[config.mk]
export PLATFORM = sky130hd
export DESIGN_NAME = precharge_contactor_sequencer
export DESIGN_NICKNAME = d
export VERILOG_FILES = /design/src/sv/pcs_pkg.sv /design/src/sv/precharge_contactor_sequencer.sv /design/src/sv/pcs_cfg.sv /design/src/sv/pcs_core.sv
export SDC_FILE = /design/constraint.sdc
export NUM_CORES = 1
export LEC_CHECK = 0
export BUFFER_PORTS_ARGS = -buffer_cell sky130_fd_sc_hd__buf_4
export CAP_MARGIN = 20
export CORE_UTILIZATION = 60
export DETAILED_ROUTE_END_ITERATION = 16
export GPL_TIMING_DRIVEN = 0
export PLACE_DENSITY = 0.81
export SYNTH_ARGS = -nofsm -noshare
export SYNTH_HDL_FRONTEND = slang
export SYNTH_SLANG_ARGS = --single-unit
[constraint.sdc]
create_clock -name aclk -period 8.6 [get_ports aclk]
set_clock_uncertainty 0.2 [all_clocks]
set_input_delay 0.86 -clock aclk [delete_from_list [all_inputs] [get_ports aclk]]
set_output_delay 0.86 -clock aclk [all_outputs]
set_load 0.005 [all_outputs]
[src/sv/pcs_pkg.sv]
// types, codes and reset constants shared by the precharge contactor sequencer
package pcs_pkg;

    // field widths of the transactions and registers
    localparam int unsigned PACK_W   = 14;
    localparam int unsigned SENSOR_W = 12;
    localparam int unsigned GAIN_W   = 16;
    localparam int unsigned OFFSET_W = 12;
    localparam int unsigned TICK_W   = 8;
    localparam int unsigned THRESH_W = 17;
    localparam int unsigned PROD_W   = PACK_W + GAIN_W;
    localparam int unsigned PHASE_W  = 3;
    localparam int unsigned CFG_IDX_W  = 8;
    localparam int unsigned CFG_DATA_W = 16;

    // configuration register indexes
    localparam logic [CFG_IDX_W-1:0] REG_THRESHOLD_GAIN      = 8'd0;
    localparam logic [CFG_IDX_W-1:0] REG_THRESHOLD_OFFSET_MV = 8'd1;
    localparam logic [CFG_IDX_W-1:0] REG_QUALIFY_TICKS       = 8'd2;
    localparam logic [CFG_IDX_W-1:0] REG_CLOSE_DELAY_TICKS   = 8'd3;

    // configuration reset values
    localparam logic [GAIN_W-1:0]   GAIN_RESET        = 16'd4648;
    localparam logic [OFFSET_W-1:0] OFFSET_RESET      = 12'd328;
    localparam logic [TICK_W-1:0]   QUALIFY_RESET     = 8'd5;
    localparam logic [TICK_W-1:0]   CLOSE_DELAY_RESET = 8'd3;

    localparam logic [TICK_W-1:0] TICK_MAX = '1;

    // sequencer phase
    typedef enum logic [PHASE_W-1:0] {
        PH_WAIT  = 3'd0,
        PH_QUAL  = 3'd1,
        PH_DELAY = 3'd2,
        PH_DONE  = 3'd3,
        PH_FAULT = 3'd4
    } phase_t;

    // live configuration
    typedef struct packed {
        logic [GAIN_W-1:0]   threshold_gain;
        logic [OFFSET_W-1:0] threshold_offset_mv;
        logic [TICK_W-1:0]   qualify_ticks;
        logic [TICK_W-1:0]   close_delay_ticks;
    } cfg_t;

    // one result transaction
    typedef struct packed {
        logic               main_relay_en;
        logic               precharge_relay_en;
        logic               fault_latched;
        logic [PHASE_W-1:0] phase;
    } result_t;

endpackage

[src/sv/precharge_contactor_sequencer.sv]
// precharge contactor sequencer top level: input register, core, result register
//
// Usage: each transaction on the s_ channel is one 10 ms tick carrying pack
// voltage, contactor sense, fault flag and current-sensor voltage. Every tick
// gives exactly one transaction on the m_ channel with the relay drives, the
// fault latch and the phase after that tick.
// Path: a tick accepted into the input register is processed as it moves on
// to the result register, and its result is offered on m_ from then on.
// Throughput: one tick per cycle while m_ready stays high, set by the single
// pass through the phase logic and the 14 x 16 threshold multiplier between
// the input register and the core state and result registers.
// Stall: while m_ready is low the result register holds; the input register
// still takes one more tick, then s_ready drops until the result is taken.
// Configuration: cfg_valid/cfg_index/cfg_data write registers 0..3 (gain,
// offset, qualify ticks, close delay); cfg_ready is always high, other
// indexes are ignored. Write only while no tick is in flight.
// Reset (aresetn low, synchronous): both registers empty, phase waiting,
// configuration at its defaults; the relay drive outputs are not reset.
module precharge_contactor_sequencer (
    input  logic                             aclk,
    input  logic                             aresetn,
    input  logic                             s_valid,
    output logic                             s_ready,
    input  logic [pcs_pkg::PACK_W-1:0]       s_pack_voltage_dv,
    input  logic                             s_contactor_sense,
    input  logic                             s_fault_flag,
    input  logic [pcs_pkg::SENSOR_W-1:0]     s_sensor_mv,
    output logic                             m_valid,
    input  logic                             m_ready,
    output logic                             m_main_relay_en,
    output logic                             m_precharge_relay_en,
    output logic                             m_fault_latched,
    output logic [pcs_pkg::PHASE_W-1:0]      m_phase,
    input  logic                             cfg_valid,
    output logic                             cfg_ready,
    input  logic [pcs_pkg::CFG_IDX_W-1:0]    cfg_index,
    input  logic [pcs_pkg::CFG_DATA_W-1:0]   cfg_data
);

    logic                             in_valid_reg;
    logic [pcs_pkg::PACK_W-1:0]       pack_reg;
    logic                             sense_reg;
    logic                             fault_reg;
    logic [pcs_pkg::SENSOR_W-1:0]     sensor_reg;

    logic                             out_valid_reg, out_valid_next;
    pcs_pkg::result_t                 out_reg;
    pcs_pkg::result_t                 result;
    pcs_pkg::cfg_t                    cfg;

    logic                             advance;
    logic                             s_take;

    // handshake: a held tick moves on when the result slot is free or draining
    assign advance        = in_valid_reg & (~out_valid_reg | m_ready);
    assign s_ready        = ~in_valid_reg | advance;
    assign s_take         = s_valid & s_ready;
    assign out_valid_next = advance | (out_valid_reg & ~m_ready);

    pcs_cfg u_cfg (
        .aclk      (aclk),
        .aresetn   (aresetn),
        .cfg_valid (cfg_valid),
        .cfg_ready (cfg_ready),
        .cfg_index (cfg_index),
        .cfg_data  (cfg_data),
        .cfg       (cfg)
    );

    pcs_core u_core (
        .aclk            (aclk),
        .aresetn         (aresetn),
        .step_en         (advance),
        .pack_voltage_dv (pack_reg),
        .contactor_sense (sense_reg),
        .fault_flag      (fault_reg),
        .sensor_mv       (sensor_reg),
        .cfg             (cfg),
        .result          (result)
    );

    // input register valid flag
    always_ff @(posedge aclk) begin
        if (!aresetn) begin
            in_valid_reg <= 1'b0;
        end else if (s_ready) begin
            in_valid_reg <= s_valid;
        end
    end

    // input register payload
    always_ff @(posedge aclk) begin
        if (s_take) begin
            pack_reg   <= s_pack_voltage_dv;
            sense_reg  <= s_contactor_sense;
            fault_reg  <= s_fault_flag;
            sensor_reg <= s_sensor_mv;
        end
    end

    // result register
    always_ff @(posedge aclk) begin
        if (!aresetn) begin
            out_valid_reg <= 1'b0;
        end else begin
            out_valid_reg <= out_valid_next;
        end
    end

    always_ff @(posedge aclk) begin
        if (advance) begin
            out_reg <= result;
        end
    end

    assign m_valid              = out_valid_reg;
    assign m_main_relay_en      = out_reg.main_relay_en;
    assign m_precharge_relay_en = out_reg.precharge_relay_en;
    assign m_fault_latched      = out_reg.fault_latched;
    assign m_phase              = out_reg.phase;

endmodule

[src/sv/pcs_cfg.sv]
// configuration register bank of the sequencer
module pcs_cfg (
    input  logic                             aclk,
    input  logic                             aresetn,
    input  logic                             cfg_valid,
    output logic                             cfg_ready,
    input  logic [pcs_pkg::CFG_IDX_W-1:0]    cfg_index,
    input  logic [pcs_pkg::CFG_DATA_W-1:0]   cfg_data,
    output pcs_pkg::cfg_t                    cfg
);

    pcs_pkg::cfg_t cfg_reg;
    pcs_pkg::cfg_t cfg_next;

    assign cfg_ready = 1'b1;
    assign cfg        = cfg_reg;

    // decode a write; unknown indexes leave the bank alone
    always_comb begin
        cfg_next = cfg_reg;
        if (cfg_valid) begin
            unique case (cfg_index)
                pcs_pkg::REG_THRESHOLD_GAIN:
                    cfg_next.threshold_gain = cfg_data[pcs_pkg::GAIN_W-1:0];
                pcs_pkg::REG_THRESHOLD_OFFSET_MV:
                    cfg_next.threshold_offset_mv = cfg_data[pcs_pkg::OFFSET_W-1:0];
                pcs_pkg::REG_QUALIFY_TICKS:
                    cfg_next.qualify_ticks = cfg_data[pcs_pkg::TICK_W-1:0];
                pcs_pkg::REG_CLOSE_DELAY_TICKS:
                    cfg_next.close_delay_ticks = cfg_data[pcs_pkg::TICK_W-1:0];
                default: begin
                end
            endcase
        end
    end

    // register bank
    always_ff @(posedge aclk) begin
        if (!aresetn) begin
            cfg_reg.threshold_gain      <= pcs_pkg::GAIN_RESET;
            cfg_reg.threshold_offset_mv <= pcs_pkg::OFFSET_RESET;
            cfg_reg.qualify_ticks       <= pcs_pkg::QUALIFY_RESET;
            cfg_reg.close_delay_ticks   <= pcs_pkg::CLOSE_DELAY_RESET;
        end else begin
            cfg_reg <= cfg_next;
        end
    end

endmodule

[src/sv/pcs_core.sv]
// phase state machine, threshold latch and tick counters of the sequencer
module pcs_core (
    input  logic                             aclk,
    input  logic                             aresetn,
    input  logic                             step_en,
    input  logic [pcs_pkg::PACK_W-1:0]       pack_voltage_dv,
    input  logic                             contactor_sense,
    input  logic                             fault_flag,
    input  logic [pcs_pkg::SENSOR_W-1:0]     sensor_mv,
    input  pcs_pkg::cfg_t                    cfg,
    output pcs_pkg::result_t                 result
);

    pcs_pkg::phase_t                   phase_reg, phase_next;
    logic [pcs_pkg::THRESH_W-1:0]      threshold_reg, threshold_next;
    logic [pcs_pkg::TICK_W-1:0]        below_reg, below_next;
    logic [pcs_pkg::TICK_W-1:0]        delay_reg, delay_next;

    logic                              tripped;
    logic [pcs_pkg::TICK_W-1:0]        need;
    logic [pcs_pkg::TICK_W-1:0]        below_inc;
    logic [pcs_pkg::TICK_W-1:0]        delay_inc;
    logic [pcs_pkg::PROD_W-1:0]        prod;
    logic [pcs_pkg::THRESH_W-1:0]      threshold_calc;

    // shared terms
    assign tripped   = fault_flag | ~contactor_sense;
    assign need      = (cfg.qualify_ticks == '0) ? pcs_pkg::TICK_W'(1) : cfg.qualify_ticks;
    assign below_inc = (below_reg == pcs_pkg::TICK_MAX) ? below_reg
                                                       : below_reg + pcs_pkg::TICK_W'(1);
    assign delay_inc = (delay_reg == pcs_pkg::TICK_MAX) ? delay_reg
                                                       : delay_reg + pcs_pkg::TICK_W'(1);

    // threshold: offset plus pack voltage times Q16 gain
    assign prod = pcs_pkg::PROD_W'(pack_voltage_dv) * pcs_pkg::PROD_W'(cfg.threshold_gain);
    assign threshold_calc = pcs_pkg::THRESH_W'(cfg.threshold_offset_mv)
                          + pcs_pkg::THRESH_W'(prod[pcs_pkg::PROD_W-1:16]);

    // next state
    always_comb begin
        phase_next     = phase_reg;
        threshold_next = threshold_reg;
        below_next     = below_reg;
        delay_next     = delay_reg;
        unique case (phase_reg)
            pcs_pkg::PH_WAIT: begin
                if (pack_voltage_dv != '0 && contactor_sense) begin
                    threshold_next = threshold_calc;
                    below_next     = '0;
                    phase_next     = pcs_pkg::PH_QUAL;
                end
            end
            pcs_pkg::PH_QUAL: begin
                if (tripped) begin
                    phase_next = pcs_pkg::PH_FAULT;
                end else begin
                    below_next = (pcs_pkg::THRESH_W'(sensor_mv) < threshold_reg) ? below_inc
                                                                                 : '0;
                    if (below_next >= need) begin
                        delay_next = '0;
                        phase_next = (cfg.close_delay_ticks == '0) ? pcs_pkg::PH_DONE
                                                                   : pcs_pkg::PH_DELAY;
                    end
                end
            end
            pcs_pkg::PH_DELAY: begin
                delay_next = delay_inc;
                if (delay_inc >= cfg.close_delay_ticks) begin
                    phase_next = pcs_pkg::PH_DONE;
                end
            end
            pcs_pkg::PH_DONE: begin
                if (tripped) begin
                    phase_next = pcs_pkg::PH_FAULT;
                end
            end
            default: begin
                phase_next = pcs_pkg::PH_FAULT;
            end
        endcase
    end

    // relay drives from the phase after this tick
    always_comb begin
        result.phase         = phase_next;
        result.fault_latched = 1'b0;
        unique case (phase_next)
            pcs_pkg::PH_WAIT, pcs_pkg::PH_QUAL: begin
                result.main_relay_en      = 1'b0;
                result.precharge_relay_en = 1'b1;
            end
            pcs_pkg::PH_DELAY: begin
                result.main_relay_en      = 1'b1;
                result.precharge_relay_en = 1'b1;
            end
            pcs_pkg::PH_DONE: begin
                result.main_relay_en      = 1'b1;
                result.precharge_relay_en = 1'b0;
            end
            default: begin
                result.main_relay_en      = 1'b0;
                result.precharge_relay_en = 1'b0;
                result.fault_latched      = 1'b1;
            end
        endcase
    end

    // state registers, advanced once per transaction
    always_ff @(posedge aclk) begin
        if (!aresetn) begin
            phase_reg     <= pcs_pkg::PH_WAIT;
            threshold_reg <= '0;
            below_reg     <= '0;
            delay_reg     <= '0;
        end else if (step_en) begin
            phase_reg     <= phase_next;
            threshold_reg <= threshold_next;
            below_reg     <= below_next;
            delay_reg     <= delay_next;
        end
    end

endmodule

==> metrics.txt <==
status=finished clean; Avg Synthesized Cell Area=9.20 um^2; post-placement setup slack=-43.9 ps; effective utilization at floorplan=61.7%; width of the die=147 um; largest net degree at the start of global routing=17; standard cell core area=20,400 um^2; weighted congestion at the end of routability-driven global placement=0.911; number of failing hold endpoints at the final stage=0; vias post-DR=9,980; Final Cell Area=14,100 um^2; Worst path most repeated cell=sky130_fd_sc_hd__fa_1; die area=21,500 um^2; overall power=0.00211 W; dpl hpwl=24,700 um; commonest non-fill, non-tap cell in the layout=sky130_fd_sc_hd__inv_1; diode count=0; drt initial violations=659; drt via density=5.76; Std-Cell Rows=52; startpoint types=flip-flop; CP endpoint kind=flip-flop; number of instances in the synthesized netlist=1,366; worst path arrival time=8340 ps; Primary FF master, synth=sky130_fd_sc_hd__dfxtp_1; die extent in y=147 um; min-delay worst type=reg2reg; Total Negative Setup Slacks=0 ps; Worst Reg-to-Reg Cells=29; synthesis-stage register bit count=114; Nets=1,805; library cell occupying the most area in the post-synthesis netlist=sky130_fd_sc_hd__fa_1; register clock-pin slew on the reported worst setup and hold paths=60 ps; total clock buffers created by CTS=17; Period Utilization, post-route=95.9%; total congestion overflow after global routing=0; average wire per cell in the routed design=18.5 um; end of the worst register-to-register path=u_core.threshold_reg[13]; share of the synthesized area in the top cell type=26.3%; setup violation total in the final timing report=0; first-pass GRT wire length=53,100 um; max-capacitance violation count=0; IO buf count=64; type of the setup path with the least slack=reg2reg; max_slew headroom=44.9%; largest delay contributor family on the critical path=adder cells; number of nets still failing antenna checks after routing=0; startpoint of the lowest-slack register-to-register path=u_cfg.cfg[40]; Power Dens Cells=150 nW/um^2; total wire length=32,000 um; number of iterations in the first detailed-routing pass=5; number of ports placed on the die boundary=66; Worst Path Buf+Inv=4; clock tree from TritonCTS=yes; number of synthesis warnings=0; Critical Path Max Stage Delay=610 ps; fraction of final layout cells sized beyond drive strength 1=9.57%; startpoint of the worst setup timing path=u_cfg.cfg[40]; cell area after synthesis=12,600 um^2; highest-delay cell along the critical path=sky130_fd_sc_hd__clkbuf_1; clock sink count=114; P&R area growth vs syn=11.9%; cell area reported after detailed placement=13,400 um^2; GR Util All Layers=31.6%; clk buf depth=2; EDFF count, synth=34; Clock Latency Late Sink=420 ps; highest clock rate=0.121 GHz; commonest non-fill, non-tap cells in the layout=221 x sky130_fd_sc_hd__inv_1, 181 x sky130_fd_sc_hd__nand2_1, 165 x sky130_fd_sc_hd__fa_1; end point of the critical path=u_core.threshold_reg[13]; initial antenna violation count=0; worst slew pin tran=826 ps; CTS H-tree depth=4; max reg flops=44; Synthesized Nets=1,721; depth of the critical timing path with buffers and inverters included=29; leakage power=6.81 nW; sequential area share after synthesis=20.9%; share of flip-flops with an asynchronous set or reset after synthesis=0%; data required time at the worst endpoint=8690 ps; post-route minimum period=8250 ps; R2R Setup Slk=350 ps; master cell of the clock root buffer=sky130_fd_sc_hd__clkbuf_16; worst supply voltage drop on vdd=0.147 mV; maximum fanout encountered on the critical timing path=10; synth unique cells=65; vias in the first global route=10.8k; final worst-path setup slack=354 ps; top post-synthesis cells by area=sky130_fd_sc_hd__fa_1 26%, sky130_fd_sc_hd__ha_1 13%, sky130_fd_sc_hd__dfxtp_1 13%; remaining routing DRC violations=0; final count of pins violating max slew=0
report_power, final:
part           switching [W]  leakage, nW  internal [W]
Combinational       0.000475         5.55      0.000335
Clock               0.000256        0.286      0.000457
Sequential         0.0000180        0.975      0.000574
Total               0.000749         6.81       0.00137
cell families (layout without fill, tap and decap cells):
family	Yosys count	in the layout	synth area share (%)
mux	47	47	3.76
flops	114	114	20.9
fa+ha+maj	298	298	39.5
simple gates	449	449	17.2
other cells	1	1	0.0298
compound gates	151	151	8.13
buf+inv	274	371	8.31
xor+xnor	32	32	2.23
what timing repair did:
action / CTS / global route
hold buffers: 0 / 0
setup buffers: 0 / 3
gates resized for setup: 3 / 43
pin swaps: 0 / 0
endpoints found under the setup margin: 4 / 8
metal layers:
| layer | global-route usage, % | share of wire [%] | vias to the layer above |
|---|---|---|---|
| met2 | 50.6 | 47 | 429 |
| met5 | 0 | 0 | - |
| li1 | - | - | 4571 |
| met4 | 15.5 | 3.8 | 0 |
| met1 | 40.5 | 41 | 4902 |
| met3 | 7.30 | 8.2 | 78 |
stage by stage:
stage	util [%]	hold WS, ps	cells
finish	69.1	261	1733
global route	69.1	277	1733
CTS	68.8	261	1733
detailed placement	65.9	248	1701
global placement	65.7	240	1700
floorplan	-	232	1366
tightest hold or removal path, stage by stage, from the launching register on:
cell and delay [ps]:
sky130_fd_sc_hd__dfxtp_1 310, sky130_fd_sc_hd__nand2_1 50, sky130_fd_sc_hd__a21oi_1 50
Yosys cell counts (6+ instances only):
library cell	number
sky130_fd_sc_hd__xnor2_1	22
sky130_fd_sc_hd__a21oi_1	48
sky130_fd_sc_hd__and2_1	98
sky130_fd_sc_hd__clkbuf_1	49
sky130_fd_sc_hd__dfxtp_1	80
sky130_fd_sc_hd__nor2_1	71
sky130_fd_sc_hd__a21o_1	14
sky130_fd_sc_hd__ha_1	133
sky130_fd_sc_hd__nand3_1	30
sky130_fd_sc_hd__o21ai_0	15
sky130_fd_sc_hd__nand2b_1	8
sky130_fd_sc_hd__o211ai_1	6
sky130_fd_sc_hd__nor4_1	6
sky130_fd_sc_hd__o21a_1	11
sky130_fd_sc_hd__nand2_1	181
sky130_fd_sc_hd__xor2_1	10
sky130_fd_sc_hd__edfxtp_1	34
sky130_fd_sc_hd__and3_1	7
sky130_fd_sc_hd__fa_1	165
sky130_fd_sc_hd__a31oi_1	14
sky130_fd_sc_hd__inv_1	221
sky130_fd_sc_hd__nor3_1	17
sky130_fd_sc_hd__mux2i_1	45
sky130_fd_sc_hd__a32o_1	6
how the worst min path moves through the flow:
stage | from | to | slack, ps | depth (start not counted)
after floorplan | u_core.threshold_reg[9] | u_core.threshold_reg[9] | 230 | 2
after global placement | u_core.threshold_reg[2] | u_core.threshold_reg[2] | 240 | 2
after detailed placement | u_core.threshold_reg[4] | u_core.threshold_reg[4] | 250 | 2
after CTS | u_core.threshold_reg[7] | u_core.threshold_reg[7] | 260 | 2
after global routing | u_core.threshold_reg[9] | u_core.threshold_reg[9] | 280 | 2
final | u_core.threshold_reg[4] | u_core.threshold_reg[4] | 260 | 2
area by class of cell:
cell class                 instances  area [um^2]
buffer                            50          230
clock buffer                      26          533
clock inverter                     6         67.6
fill                            1564         6290
inverter                         221          830
multi-input combinational        978         8920
sequential                       114         2620
tap                              270          338
timing repair buffer              68          531
Power figures use the tool's default switching activity.
